**config.mk**
```make
export PLATFORM = sky130hd
export DESIGN_NAME = positional_array_list_core
export DESIGN_NICKNAME = d
export VERILOG_FILES = /design/src/rtl/core/pal_pkg.sv /design/src/rtl/core/positional_array_list_core.sv
export SDC_FILE = /design/constraint.sdc
export NUM_CORES = 1
export LEC_CHECK = 0
export ABC_AREA = 0
export BUFFER_PORTS_ARGS = -buffer_cell sky130_fd_sc_hd__buf_2
export CAP_MARGIN = 30
export CORE_MARGIN = 2
export CORE_UTILIZATION = 43
export CTS_BUF_LIST = sky130_fd_sc_hd__clkbuf_4 sky130_fd_sc_hd__clkbuf_8
export DETAILED_ROUTE_END_ITERATION = 10
export PLACE_DENSITY_LB_ADDON = 0.3
export SETUP_SLACK_MARGIN = 0.3
export SLEW_MARGIN = 20
export SYNTH_ARGS = -nofsm -noshare
export SYNTH_HDL_FRONTEND = slang
export SYNTH_SLANG_ARGS = --single-unit
```
**constraint.sdc**
```tcl
create_clock -name clk -period 12.4 [get_ports clk]
set_input_delay 1.24 -clock clk [delete_from_list [all_inputs] [get_ports clk]]
set_output_delay 1.24 -clock clk [all_outputs]
set_load 0.1 [all_outputs]
```
**src/rtl/core/pal_pkg.sv**
```systemverilog
// pal_pkg: shared constants for the positional array list core
// operation codes, field widths and default store capacity; no dependencies
package pal_pkg;

  localparam int DEF_CAPACITY = 32;

  localparam int OP_W  = 2;
  localparam int POS_W = 6;
  localparam int VAL_W = 32;
  localparam int LEN_W = 6;

  localparam logic [OP_W-1:0] OP_INSERT = 2'd0;
  localparam logic [OP_W-1:0] OP_DELETE = 2'd1;
  localparam logic [OP_W-1:0] OP_GET    = 2'd2;

endpackage

```
**src/rtl/core/positional_array_list_core.sv**
```systemverilog
// positional_array_list_core: ordered list of signed 32-bit elements in a 1r1w store
// depends on pal_pkg for operation codes and field widths
// usage
//   in_valid/in_stall carry one request: in_operation (insert, delete, get),
//   in_position (1-based) and in_item_value (used by insert only). a request
//   is taken when in_valid is high and in_stall is low.
//   out_valid/out_stall carry one result per request: out_ok, out_read_value
//   (element removed or read, zero on insert or error) and out_list_length.
// timing
//   one request is worked on at a time; in_stall is high until it is finished.
//   the store has one write and one registered read port, and every entry
//   that moves is read and then written back through those ports. an insert
//   shifts the entries from the position on up by one, from the end down,
//   then writes the new item; a delete or get first reads the entry at the
//   position, and a delete then moves every later entry down by one.
// reset: rst_n low empties the list and drops any pending result; the store
//   itself is not cleared, entries beyond the length are never read.
// stall: a result holds in the output register while out_stall is high; a new
//   request may be taken meanwhile but its result waits until the slot frees.
module positional_array_list_core #(
  parameter int CAPACITY = pal_pkg::DEF_CAPACITY
) (
  input  logic                            clk,
  input  logic                            rst_n,
  input  logic                            in_valid,
  output logic                            in_stall,
  input  logic [pal_pkg::OP_W-1:0]        in_operation,
  input  logic [pal_pkg::POS_W-1:0]       in_position,
  input  logic signed [pal_pkg::VAL_W-1:0] in_item_value,
  output logic                            out_valid,
  input  logic                            out_stall,
  output logic                            out_ok,
  output logic signed [pal_pkg::VAL_W-1:0] out_read_value,
  output logic [pal_pkg::LEN_W-1:0]       out_list_length
);
  import pal_pkg::*;

  localparam int AW   = (CAPACITY > 1) ? $clog2(CAPACITY) : 1;
  localparam int CW   = $clog2(CAPACITY + 1);
  localparam int CMPW = ((CW > POS_W) ? CW : POS_W) + 1;

  typedef enum logic [8:0] {
    S_IDLE = 9'b000000001,
    S_RD   = 9'b000000010,
    S_SWR  = 9'b000000100,
    S_INS  = 9'b000001000,
    S_GRD  = 9'b000010000,
    S_GOT  = 9'b000100000,
    S_DRD  = 9'b001000000,
    S_DWR  = 9'b010000000,
    S_DONE = 9'b100000000
  } state_t;

  state_t state_r, state_nxt;

  logic [VAL_W-1:0] mem [CAPACITY];
  logic [VAL_W-1:0] rd_data_r;
  logic [AW-1:0]    rd_addr;
  logic [AW-1:0]    wr_addr;
  logic [VAL_W-1:0] wr_data;
  logic             wr_en;

  logic [CW-1:0]    count_r, count_nxt;
  logic [AW-1:0]    k_r, k_nxt;
  logic [AW-1:0]    tgt_r, tgt_nxt;
  logic [OP_W-1:0]  op_r, op_nxt;
  logic [VAL_W-1:0] val_r, val_nxt;
  logic             ok_r, ok_nxt;
  logic [VAL_W-1:0] got_r, got_nxt;

  logic             out_valid_r, out_valid_nxt;
  logic             out_ok_r, out_ok_nxt;
  logic [VAL_W-1:0] out_val_r, out_val_nxt;
  logic [LEN_W-1:0] out_len_r, out_len_nxt;

  logic [CMPW-1:0]  pos_ext;
  logic [CMPW-1:0]  cnt_ext;
  logic [AW-1:0]    pos_idx;
  logic             out_free;
  logic             accept;

  assign pos_ext  = CMPW'(in_position);
  assign cnt_ext  = CMPW'(count_r);
  assign pos_idx  = AW'(pos_ext - CMPW'(1));
  assign out_free = !out_valid_r || !out_stall;
  assign in_stall = (state_r != S_IDLE);
  assign accept   = in_valid && (state_r == S_IDLE);

  always_ff @(posedge clk) begin
    if (wr_en) begin
      mem[wr_addr] <= wr_data;
    end
    rd_data_r <= mem[rd_addr];
  end

  always_comb begin
    state_nxt     = state_r;
    count_nxt     = count_r;
    k_nxt         = k_r;
    tgt_nxt       = tgt_r;
    op_nxt        = op_r;
    val_nxt       = val_r;
    ok_nxt        = ok_r;
    got_nxt       = got_r;
    rd_addr       = k_r;
    wr_addr       = k_r;
    wr_data       = rd_data_r;
    wr_en         = 1'b0;
    out_valid_nxt = out_valid_r && out_stall;
    out_ok_nxt    = out_ok_r;
    out_val_nxt   = out_val_r;
    out_len_nxt   = out_len_r;

    unique case (state_r)
      S_IDLE: begin
        if (accept) begin
          op_nxt  = in_operation;
          val_nxt = in_item_value;
          tgt_nxt = pos_idx;
          got_nxt = '0;
          ok_nxt  = 1'b0;
          state_nxt = S_DONE;
          unique case (in_operation) inside
            OP_INSERT: begin
              if ((count_r < CW'(CAPACITY)) && (pos_ext != '0) &&
                  (pos_ext <= cnt_ext + CMPW'(1))) begin
                ok_nxt = 1'b1;
                k_nxt  = AW'(count_r);
                state_nxt = (AW'(count_r) == pos_idx) ? S_INS : S_RD;
              end
            end
            OP_DELETE, OP_GET: begin
              if ((pos_ext != '0) && (pos_ext <= cnt_ext)) begin
                ok_nxt    = 1'b1;
                state_nxt = S_GRD;
              end
            end
            default: begin
              ok_nxt = 1'b0;
            end
          endcase
        end
      end
      S_RD: begin
        rd_addr   = k_r - AW'(1);
        state_nxt = S_SWR;
      end
      S_SWR: begin
        wr_en   = 1'b1;
        wr_addr = k_r;
        wr_data = rd_data_r;
        k_nxt   = k_r - AW'(1);
        state_nxt = ((k_r - AW'(1)) == tgt_r) ? S_INS : S_RD;
      end
      S_INS: begin
        wr_en     = 1'b1;
        wr_addr   = tgt_r;
        wr_data   = val_r;
        count_nxt = count_r + CW'(1);
        state_nxt = S_DONE;
      end
      S_GRD: begin
        rd_addr   = tgt_r;
        state_nxt = S_GOT;
      end
      S_GOT: begin
        got_nxt = rd_data_r;
        if (op_r == OP_GET) begin
          state_nxt = S_DONE;
        end else if (CW'(tgt_r) + CW'(1) == count_r) begin
          count_nxt = count_r - CW'(1);
          state_nxt = S_DONE;
        end else begin
          k_nxt     = tgt_r + AW'(1);
          state_nxt = S_DRD;
        end
      end
      S_DRD: begin
        rd_addr   = k_r;
        state_nxt = S_DWR;
      end
      S_DWR: begin
        wr_en   = 1'b1;
        wr_addr = k_r - AW'(1);
        wr_data = rd_data_r;
        if (CW'(k_r) + CW'(1) == count_r) begin
          count_nxt = count_r - CW'(1);
          state_nxt = S_DONE;
        end else begin
          k_nxt     = k_r + AW'(1);
          state_nxt = S_DRD;
        end
      end
      S_DONE: begin
        if (out_free) begin
          out_valid_nxt = 1'b1;
          out_ok_nxt    = ok_r;
          out_val_nxt   = got_r;
          out_len_nxt   = LEN_W'(count_r);
          state_nxt     = S_IDLE;
        end
      end
      default: begin
        state_nxt = S_IDLE;
      end
    endcase
  end

  always_ff @(posedge clk) begin
    if (!rst_n) begin
      state_r     <= S_IDLE;
      count_r     <= '0;
      out_valid_r <= 1'b0;
    end else begin
      state_r     <= state_nxt;
      count_r     <= count_nxt;
      out_valid_r <= out_valid_nxt;
    end
  end

  always_ff @(posedge clk) begin
    k_r       <= k_nxt;
    tgt_r     <= tgt_nxt;
    op_r      <= op_nxt;
    val_r     <= val_nxt;
    ok_r      <= ok_nxt;
    got_r     <= got_nxt;
    out_ok_r  <= out_ok_nxt;
    out_val_r <= out_val_nxt;
    out_len_r <= out_len_nxt;
  end

  assign out_valid       = out_valid_r;
  assign out_ok          = out_ok_r;
  assign out_read_value  = out_val_r;
  assign out_list_length = out_len_r;

endmodule
```
---- Yosys cells after proc, flatten, opt, wreduce, memory -nomap -nowiden ----
Memories as Yosys holds them, arrays and structs flattened. A register that Yosys moved wholly into a read port is not among the register bits.
Cells that the tools add are included.
word-level totals
  register bits after elaboration ......... 132
  bits in writable memories ............... 1024
  input bits .............................. 44
  output and inout bits ................... 41
  memories kept ........................... 1
cells by class
  add/subtract/negate cells ............... 9
  order comparisons ....................... 3
  equal/unequal tests ..................... 26
  muxes and demuxes ....................... 35
  reduce and logical (&&, ||, !) cells .... 21
memory list
  memory  words  bits a word  rd ports  clocked after Yosys merged registers in  write ports  RTL line                          source
  mem     32     32           1         1                                        1            positional_array_list_core.sv:56  logic [VAL_W-1:0] mem [CAPACITY];
operators with widths
  operator                                           number
  one-hot mux 9 bit (9 select lines)                 1
  two-way mux 32 bit                                 2
  one-hot mux 32 bit (2 select lines)                1
  two-way mux 9 bit                                  7
  two-way mux 5 bit                                  6
  one-hot mux 5 bit (2 select lines)                 2
  one-hot mux 5 bit (4 select lines)                 1
  two-way mux 6 bit                                  3
  one-hot mux 6 bit (3 select lines)                 1
  one-hot mux 9 bit (2 select lines)                 1
  != test 2 bit (second input constant)              7
  adder 5 x 1 -> 6 bit (second input constant)       2
  == test 6 bit                                      2
  adder 5 x 1 -> 5 bit (second input constant)       2
  == test 5 bit                                      2
  subtractor 5 x 1 -> 5 bit (second input constant)  2
  == test 9 x 1 -> 1 bit (second input constant)     1
  == test 9 x 2 -> 1 bit (second input constant)     1
  == test 9 x 3 -> 1 bit (second input constant)     1
  == test 9 x 4 -> 1 bit (second input constant)     1
  == test 9 x 5 -> 1 bit (second input constant)     1
  == test 9 x 6 -> 1 bit (second input constant)     1
  == test 9 x 7 -> 1 bit (second input constant)     1
  == test 9 x 8 -> 1 bit (second input constant)     1
  other kinds (27)                                   44

---- Longest topological paths before layout ----
Gate-level depths: netlist of the first run.
  depth after elaboration ................. 7
  mapped depth ............................ 15
  mapped depth without buffers ............ 13

---- Worst setup path before layout of the first run ----
No wires, ideal clock.
  path kind ............................... register to register
  start point ............................. reg state_r[1]
  end point ............................... mem mem[24][0] (enable)
  library setup time ...................... 0.421 ns
  data arrival time ....................... 3.651 ns
  setup slack ............................. 8.328 ns
  stages on the path, launching flop included .. 9
  buffers on the path ..................... 1
  period minus slack after synthesis ...... 4.072 ns
  cells stage by stage .................... dfxtp_1 buf_2 or3_1 nor4_2 nor2_1 o21bai_1 a221oi_2 nand3_1 nor2_1
between the ends
  word-level cells in the longest chain between the ends .. 5
ends and longest elaborated chain
  item                                            RTL line                           source
  from (decl)                                     positional_array_list_core.sv:54   state_t state_r, state_nxt;
  from (signal assigned)                          positional_array_list_core.sv:215  state_r <= state_nxt;
  == test 9 x 8 -> 1 bit (tied with other cells)  positional_array_list_core.sv:114  unique case (state_r)
  OR reduction 3 bit (no line)                    n/a
  two-way mux 1 bit                               positional_array_list_core.sv:114
  two-way mux 1 bit                               positional_array_list_core.sv:90   if (wr_en) begin
  two-way mux 1 bit (not written as such)         positional_array_list_core.sv:91   mem[wr_addr] <= wr_data;
  to (decl)                                       positional_array_list_core.sv:56
Several ways; a longest one is shown, not always the timed one.

---- Worst setup path after layout of the first run ----
  start point ............................. reg state_r[0]
  end point ............................... mem mem[17][27] (enable)
The elaborated chain is that of the path after synthesis.

==> results, run 1 <==
- For this run, the top clock speed supported by timing is between 200 and 250 MHz.
- The number of endpoints with negative hold slack in the final report is 0.
- TritonCTS built the clock tree.
- The required arrival time at the worst endpoint is 12870 ps.
- The combinational power share is 4.6%.
- The peak supply drop is around 100 uV.
- The tree is rooted in a sky130_fd_sc_hd__clkbuf_8.
- The longest clock path from root to sink contains 3 buffers.
- The mean cell area of the mapped netlist is 13.3 sq um.
- Clock-pin slew was measured on the worst setup and hold paths at 70 ps.
- The H-tree was split into 4 levels.
- The startpoint of the worst register-to-register path is state_r[0]$_SDFFE_PN1P_.
- The finished layout holds about 5300 standard cells, fillers aside.
- The residual DRC count is 0.
- The floorplan has 121 rows.
- The number of hold-repair buffers added at the cts stage is 0.
- The worst setup path is captured at a register.
- The capturing point of the worst reg2reg path is mem[17][27]$_DFFE_PP_.
- Summing all non-filler instances in the final layout gives an area of 53500 sq um.
- The start-to-end type of the worst setup path is register to register.
- The initial core utilization is 43.5%.
- After clock tree synthesis, the repair step resized 0 gates.
- Counting the buffers created by CTS gives 181.
- The sum of overflow across all layers after global routing is 0.
- Setup repair after global routing left no endpoint under its margin.
- Adding up every negative setup slack in the final design gives 0 ps.
- Of the synthesized area, sequential elements account for ~74%.
- The detailed-route via count is around 30000.
- The number of sinks on the clock net is between 1000 and 1500.
- The source of the worst hold timing path is got_r[10]$_SDFFCE_PN0P_.
- The final max-slew violation count is 0.
- Global routing used a little under a quarter of the available tracks across all layers.
- The instance count along the most critical hold path is 0.
- Setup slack on the worst reg-to-reg path comes out at 7510 ps.
- The transition at the pin with the smallest max-transition slack is 1130 ps.
- The post-synthesis cell count is 3565.
- Setup violations remaining at the end of the flow were counted as 0.
- The synthesized design contains 1140 enable-type register cells.
- The synthesized design spends more area on one cell type than any other, namely sky130_fd_sc_hd__edfxtp_1.
- The region available for standard cell placement spans approximately 110000 sq um.
- The synthesized netlist net count is ~3600.
- The number of placed cells counting well taps is 4978.
- Net switching is around 22% of the power.
- Data on the critical path arrives at its endpoint at 5370 ps.
- Compared with the post-synthesis result, the final layout area differs by 12.6%.
- In the synthesized netlist the async set-or-reset flop fraction comes to 0%.
- The total power is approximately 8.2 mW.
- Counting flops and latches in the post-synthesis netlist gives 1188.
- The detail route stage leaves a number of antenna-violating nets equal to 0.
- Input and output buffers added on the ports amount to 84.
- The final wirelength is 131000 um.
- The smallest clock period supported by the final layout is computed as 4890 ps.
- The worst setup skew after layout is 59.8 ps.
- In this run the worst hold path is classified as register to register.
- The number of cell instances on the worst register-to-register path is 8.
- The worst slew slack as a fraction of its limit is 24.9%.
- The total I/O pin count is 85.
- After the last flow step, the layout net total stands at 3756.
- The mean number of vias per cell is ~5.6.
- Once routing completed, OpenROAD measured the worst setup slack at between 7000 and 8000 ps.
- The launching element type of the critical path is a register.
- The floorplan step set the die height to between 300 and 400 um.
- The utilization after layout is 49.0%.
- The later pin in the worst-skew pair is clocked with a latency of 870 ps.
- After detailed placement, the total cell area comes to 49800 sq um.
- In this run the worst path has a maximum fanout of 43.
- The tightest hold margin is a little over 400 ps.
- By area the synthesized netlist is led by sky130_fd_sc_hd__edfxtp_1 (72%), sky130_fd_sc_hd__nand2_1 (8.4%), sky130_fd_sc_hd__nand3_1 (2.8%), sky130_fd_sc_hd__dfxtp_1 (2.0%), sky130_fd_sc_hd__mux2i_1 (1.4%).
- Fill cells in the final layout number between 9000 and 10000.
- The worst-case setup slack after placement is approximately 7600 ps.
- The initial antenna violation count is 2.
- The power density of the placed cells is 152 nW/um^2.
- The flow ran to the end, and the final reports show no timing, DRC or antenna violations.
- Synthesis instantiated 66 different standard cells from the library.
- The wire length of the first global-routing pass is 191000 um.
- The internal power summed over all cells is 6.34 mW.
- The maximum number of pins on one net before global-route repair is 185.
- In the synthesized netlist the dominant register cell turns out to be sky130_fd_sc_hd__edfxtp_1.
- For this design the total switching power over the nets is 1.81 mW.
- For hold timing, the worst endpoint is out_read_value[10]$_DFFE_PP_.
- Routability-driven placement finished with a final weighted congestion of 0.812.
- The part of the total power dissipated in the clock network is 40.0%.
- The first detailed-routing pass took 5 iterations.
- The post-CTS setup buffer count is 0.
- The fraction of layout cells with a size suffix above 1 is 14.9%.
- The final routed wire length divided by cell count is 24.7 um.
- For this run, the number of Yosys warnings is 0.
- Summed over all nets, the half-perimeter wirelength after detailed placement is 68200 um.
- The tool flagged a number of max-cap violations equal to 0.
- The die area is 113000 sq um.
- For this design the static power due to leakage is 18.7 nW.
- The power share of the sequential group is between 50% and 60%.
- In this run the cell area of the synthesized design comes to approximately 48000 sq um.
- Dividing the final minimum period by the clock period gives 39.5%.
- The initial detailed-routing violation count is 3434.
- The horizontal die dimension is 336 um.
- The portion of synthesized cell area occupied by the leading cell type is roughly 72%.
- The number of global-route vias before repair is 28556.
## cell usage in the layout (no fill, tap or decap), types with 34 or more instances in the layout
cell	instances
sky130_fd_sc_hd__a21oi_1	83
sky130_fd_sc_hd__a22o_1	64
sky130_fd_sc_hd__a31oi_1	69
sky130_fd_sc_hd__and2_1	37
sky130_fd_sc_hd__and3_1	67
sky130_fd_sc_hd__buf_2	84
sky130_fd_sc_hd__buf_4	60
sky130_fd_sc_hd__clkbuf_4	70
sky130_fd_sc_hd__clkbuf_8	201
sky130_fd_sc_hd__dfxtp_1	48
sky130_fd_sc_hd__edfxtp_1	1140
sky130_fd_sc_hd__mux2i_1	66
sky130_fd_sc_hd__nand2_1	1052
sky130_fd_sc_hd__nand3_1	270
sky130_fd_sc_hd__nor2_1	42
sky130_fd_sc_hd__nor2_4	34
sky130_fd_sc_hd__nor4_1	35
sky130_fd_sc_hd__o22ai_1	69
## layer usage
metal  global-route usage, %  share of wire, %  vias to the layer above
met5                       0                 0                        -
met3                    3.81               7.9                      241
met2                    37.6                48                     1371
li1                        -                 -                    13286
met1                    31.4                41                    14980
met4                    7.93               2.9                        0
## cell type report
| class | instances | area (sq um) | area share [%] |
|---|---|---|---|
| Multi-Input combinational cell | 2138 | 11600 | 21.7 |
| Timing Repair Buffer | 152 | 1060 | 1.98 |
| Inverter | 25 | 93.8 | 0.175 |
| Sequential cell | 1188 | 35200 | 65.8 |
| Antenna cell | 4 | 10.0 | 0.0187 |
| Tap cell | 1476 | 1850 | 3.45 |
| Clock inverter | 53 | 364 | 0.681 |
| Clock buffer | 271 | 3290 | 6.16 |
## cells in the mapped netlist (all sizes together) (11+ instances only)
cell type	number
a31oi	69
xnor2	27
xor2	11
nand3	270
o21ai	19
nor3	13
o22ai	69
and3	67
inv	24
clkbuf	121
and2	40
edfxtp	1140
mux2	32
dfxtp	48
nor2	76
a22o	66
nor4	69
nand2	1058
mux2i	66
buf	93
a21oi	84
ha	25
## critical path, cell delays in order (launching register included)
cell                       delay (ps)
sky130_fd_sc_hd__dfxtp_1          400
sky130_fd_sc_hd__or3_1            500
sky130_fd_sc_hd__nor4_4           280
sky130_fd_sc_hd__buf_4            690
sky130_fd_sc_hd__nor2_1           340
sky130_fd_sc_hd__a221oi_1         400
sky130_fd_sc_hd__nand2_1          540
sky130_fd_sc_hd__nor2_4           750
sky130_fd_sc_hd__buf_4            520
## kinds of logic (layout without fill, tap and decap cells)
group	Yosys count	after routing	share of synthesized area [%]
multiplexers	98	98	2.15
other	0	4	0
AND/OR/NAND/NOR	1628	1628	15.3
AO/OA/AOI/OAI	348	348	4.89
flip-flops	1188	1188	74.1
adder cells (fa/ha/maj)	26	26	0.701
XOR/XNOR	38	38	0.701
buffers and inverters	239	501	2.18
## worst max path at each step
stage,endpoint,slack (ps),from,depth (start not counted)
final,mem[17][27]$_DFFE_PP_,7510,state_r[0]$_SDFFE_PN1P_,8
after global routing,mem[20][24]$_DFFE_PP_,7380,state_r[0]$_SDFFE_PN1P_,8
after CTS,mem[20][26]$_DFFE_PP_,7560,state_r[0]$_SDFFE_PN1P_,8
after detailed placement,mem[20][29]$_DFFE_PP_,7580,state_r[0]$_SDFFE_PN1P_,8
after global placement,mem[20][29]$_DFFE_PP_,7600,state_r[0]$_SDFFE_PN1P_,8
after floorplan,mem[24][0]$_DFFE_PP_,8330,state_r[1]$_SDFFE_PN0P_,8
## flip-flops by register name, indices dropped and copies added, names as in the netlist
register / count
mem: 1024
got_r: 32
out_read_value: 32
rd_data_r: 32
val_r: 32
state_r: 9
count_r: 6
out_list_length: 6
k_r: 5
tgt_r: 5
op_r: 2
ok_r: 1
out_ok: 1
out_valid: 1
## power by group through the flow
stage          sequential (mW)  clock (mW)  combinational (mW)
2_1_floorplan             4.60           0               0.225
3_3_place_gp              4.60           0               0.366
3_5_place_dp              4.60           0               0.373
4_1_cts                   4.51        3.30               0.374
5_1_grt                   4.52        3.46               0.405
6_report                  4.51        3.26               0.376
Power figures use the tool's default switching activity.
==> run 2, diff against run 1 <==
- clock period: 12.4 -> 4.05 ns (I/O delays scaled with it)
==> run 2 against run 1 <==
  * Design area is 2.6% higher
  * Die area did not move
  * Non-clock buffer count rose by 104
  * Via count decreased by 0.59%
  * Wire length decreased by 4.8%
  * Critical path depth stayed put
  * Combinational power grew to 3.3 times the previous value
  * Hold slack lost 310 ps
  * Sequential share of layout area fell by 1.7 points
  * Critical endpoint is now rd_data_r[21]$_DFF_P_
  * Largest power group unchanged
==> results, run 2 (same netlist as run 1, synthesis figures left out) <==
- The worst setup path is captured at a register.
- The mean number of vias per cell is 5.47 (-2.8%).
- The worst hold path class is primary input to register.
- The number of cell instances on the worst register-to-register path is 8 (unchanged).
- The antenna violation net count after detailed routing is 0 (unchanged).
- The fmax is 277 MHz (+36%).
- The critical path starts at state_r[1]$_SDFFE_PN0P_.
- The die area is 113000 sq um (unchanged).
- The initial antenna violation count is 3 (+1).
- The final setup violation count is 0 (unchanged).
- Leaving out fill and tap cells, the most frequent cells in the layout are sky130_fd_sc_hd__edfxtp_1 (1140), sky130_fd_sc_hd__nand2_1 (1052), sky130_fd_sc_hd__nand3_1 (270).
- The peak per-stage delay on the critical path is 690 ps (-60 ps).
- The horizontal die dimension was 336 um (unchanged).
- The worst setup skew after layout is 57.8 ps (-2.03 ps).
- The arrival time at the worst endpoint is 4320 ps (-1050 ps).
- The global router's overall resource usage came to 22.1% (-0.91 points).
- The register with the most flip-flops in the final layout is mem.
- The peak supply drop is 231 uV (+130%).
- The detailed-route via count is 29703 (-0.59%).
- The first-pass iteration count of the detailed router is 5 (unchanged).
- The slack of the worst reg-to-reg path came to 440 ps (-7060 ps).
- The total I/O pin count was 85 (unchanged).
- The power density of the placed cells is 464 nW/um^2 (+200%).
- The required arrival time at the worst endpoint came to 4760 ps (-8110 ps).
- The number of flip-flops under the largest register name is 1024 (unchanged).
- The final net count is 3866 (+2.9%).
- The initial detailed-routing violation count is 3057 (-11%).
- The leakage dissipation is 19.4 nW (+3.7%).
- Setup repair after global routing left no endpoint under its margin.
- The transition at the pin with the smallest max-transition slack is 867 ps (-260 ps).
- The setup path with the least slack is of type register to register.
- The critical path depth in cells is 8 (unchanged).
- The final wirelength is 125000 um (-4.8%).
- The clock-pin transition on the worst setup and hold timing paths is 70 ps (about the same).
- The number of buffers and inverters on the critical path came to 1 (-1).
- The number of buffers on the longest clock path is 3 (unchanged).
- The final instance area is 54900 sq um (+2.6%).
- The worst register-to-register path ends at rd_data_r[21]$_DFF_P_.
- The filler cell count is 9205 (-1.1%).
- The signal on the critical path passes through or4b_1 -> o2bb2ai_2 -> a22o_4 -> buf_12 -> mux2i_1 -> o22ai_1 -> nor4_1 -> nor4_2.
- The total cell area at the placement stage is 50600 sq um (+1.6%).
- The worst slew slack as a fraction of its limit is 42.2% (+17 points).
- The family with the most delay on the worst path is simple AND/OR/NAND/NOR gates.
- The global placer's final weighted congestion came to 0.841 (+3.6%).
- The number of endpoints with negative hold slack in the final report was 0 (unchanged).
- The placeable core region was 109000 sq um (unchanged).
- Among all stages on the critical path, the largest delay is contributed by sky130_fd_sc_hd__nor4_1.
- The worst register-to-register path begins at state_r[1]$_SDFFE_PN0P_.
- The reported max-cap violation count was 0 (unchanged).
- The initial core utilization is 43.5% (unchanged).
- The wire length of the first global-routing pass was 185000 um (-2.9%).
- TritonCTS built the clock tree.
- The level count of the clock H-tree is 4 (unchanged).
- The residual DRC count is 0 (unchanged).
- The library cell used most frequently in the layout, excluding fill and tap cells, is sky130_fd_sc_hd__edfxtp_1.
- The sum of overflow across all layers after global routing was 0 (unchanged).
- The number of global-route vias before repair is 28727 (+0.60%).
- The largest fanout on the critical path was 36 (-16%).
- The insertion delay to the later sink of the worst-skew pair is 870 ps (about the same).
- The HPWL after detailed placement came to 73900 um (+8.3%).
- The die span in y was 336 um (unchanged).
- The number of I/O port buffers is 84 (unchanged).
- The worst setup path is launched from a register.
- The area added between synthesis and finish is 15.5%.
- The maximum number of pins on one net before global-route repair is 97 (-48%).
- The number of rows in the core area is 121 (unchanged).
- The flow ran to the end, and the final reports show no timing, DRC or antenna violations.
- The total CTS buffers is 187 (+3.3%).
- The final routed wire length divided by cell count is 23.0 um (-7.0%).
- The critical path ends at rd_data_r[21]$_DFF_P_.
- The minimum clock period came to 3610 ps (-1290 ps).
- The cell at the root of the clock tree is sky130_fd_sc_hd__clkbuf_8.
- The share of the clock period used by the worst path was 89.0% (+50 points).
- The total power came to 25.5 mW (+210%).
- The final max-slew violation count is 0 (unchanged).
- The fraction of layout cells with a size suffix above 1 was 16.3% (+1.3 points).
- The number of sinks on the clock net is 1188 (unchanged).
==> run 2: cell types whose count changed in the layout (fill, tap and decap cells not counted), sizes merged <==
cell         change
clkbuf           -6
buf             +63
clkinvlp         -3
clkinv          +20
diode            -3
inv              +5
bufinv           +6
dlygate4sd3     +41
==> run 2: where the power goes <==
group | total, mW | switching [mW] | internal, mW | leakage (nW)
clock network | 10.4 | 4.65 | 5.75 | 2.04
registers | 13.8 | 0.105 | 13.7 | 10.7
logic | 1.24 | 0.922 | 0.320 | 6.69
total | 25.5 | 5.68 | 19.8 | 19.4
==> run 2: metal layers <==
metal	global-route usage, %	vias up	share of wire [%]
met5	0	-	0
met1	30.5	14717	42
met4	7.24	0	2.6
li1	-	13526	-
met3	4.06	219	7.9
met2	35.6	1241	47
==> run 2: worst reg2reg max path: cells and delay by family, from the launching register on <==
family	cells	cell delay (ps)
AND/OR/NAND/NOR	3	1440
AO/OA/AOI/OAI	3	920
flip-flops	1	510
buffers and inverters	1	340
multiplexers	1	250
==> run 2: worst min-delay path by stage <==
stage,startpoint,endpoint,cells after the start
global route,in_position[1],tgt_r[3]$_DFFE_PP_,3
detailed placement,got_r[24]$_SDFFCE_PN0P_,out_read_value[24]$_DFFE_PP_,0
global placement,got_r[4]$_SDFFCE_PN0P_,out_read_value[4]$_DFFE_PP_,0
finish,in_position[1],tgt_r[1]$_DFFE_PP_,4
CTS,in_position[1],tgt_r[1]$_DFFE_PP_,4
floorplan,ok_r$_DFFE_PP_,out_ok$_DFFE_PP_,0
==> run 2: area by class of cell <==
type	count	area, sq um	share of cell area, %
clock buffer	265	3200	5.84
tap	1476	1850	3.37
antenna	1	2.50	0.00456
clock inverter	81	652	1.19
multi-input combinational	2138	11600	21.2
inverter	25	93.8	0.171
sequential	1188	35200	64.2
timing repair buffer	256	2240	4.09
==> run 2: through the flow <==
stage / setup slack (ps) / util (%) / setup TNS (ps) / instances / hold slack, ps
floorplan: -22.0 / - / -3230 / 3565 / 400
global placement: 563 / 46.3 / 0 / 5042 / 401
detailed placement: 524 / 46.3 / 0 / 5042 / 405
CTS: 467 / 50.2 / 0 / 5429 / 39.9
global route: 307 / 50.3 / 0 / 5430 / 90.0
finish: 444 / 50.3 / 0 / 5430 / 104
==> run 2: what timing repair did <==
item                       CTS  global route
setup endpoints to repair    0            18
resized for setup            0             3
hold buffers                41             0
hold endpoints to repair    69             0
setup buffers                0             0
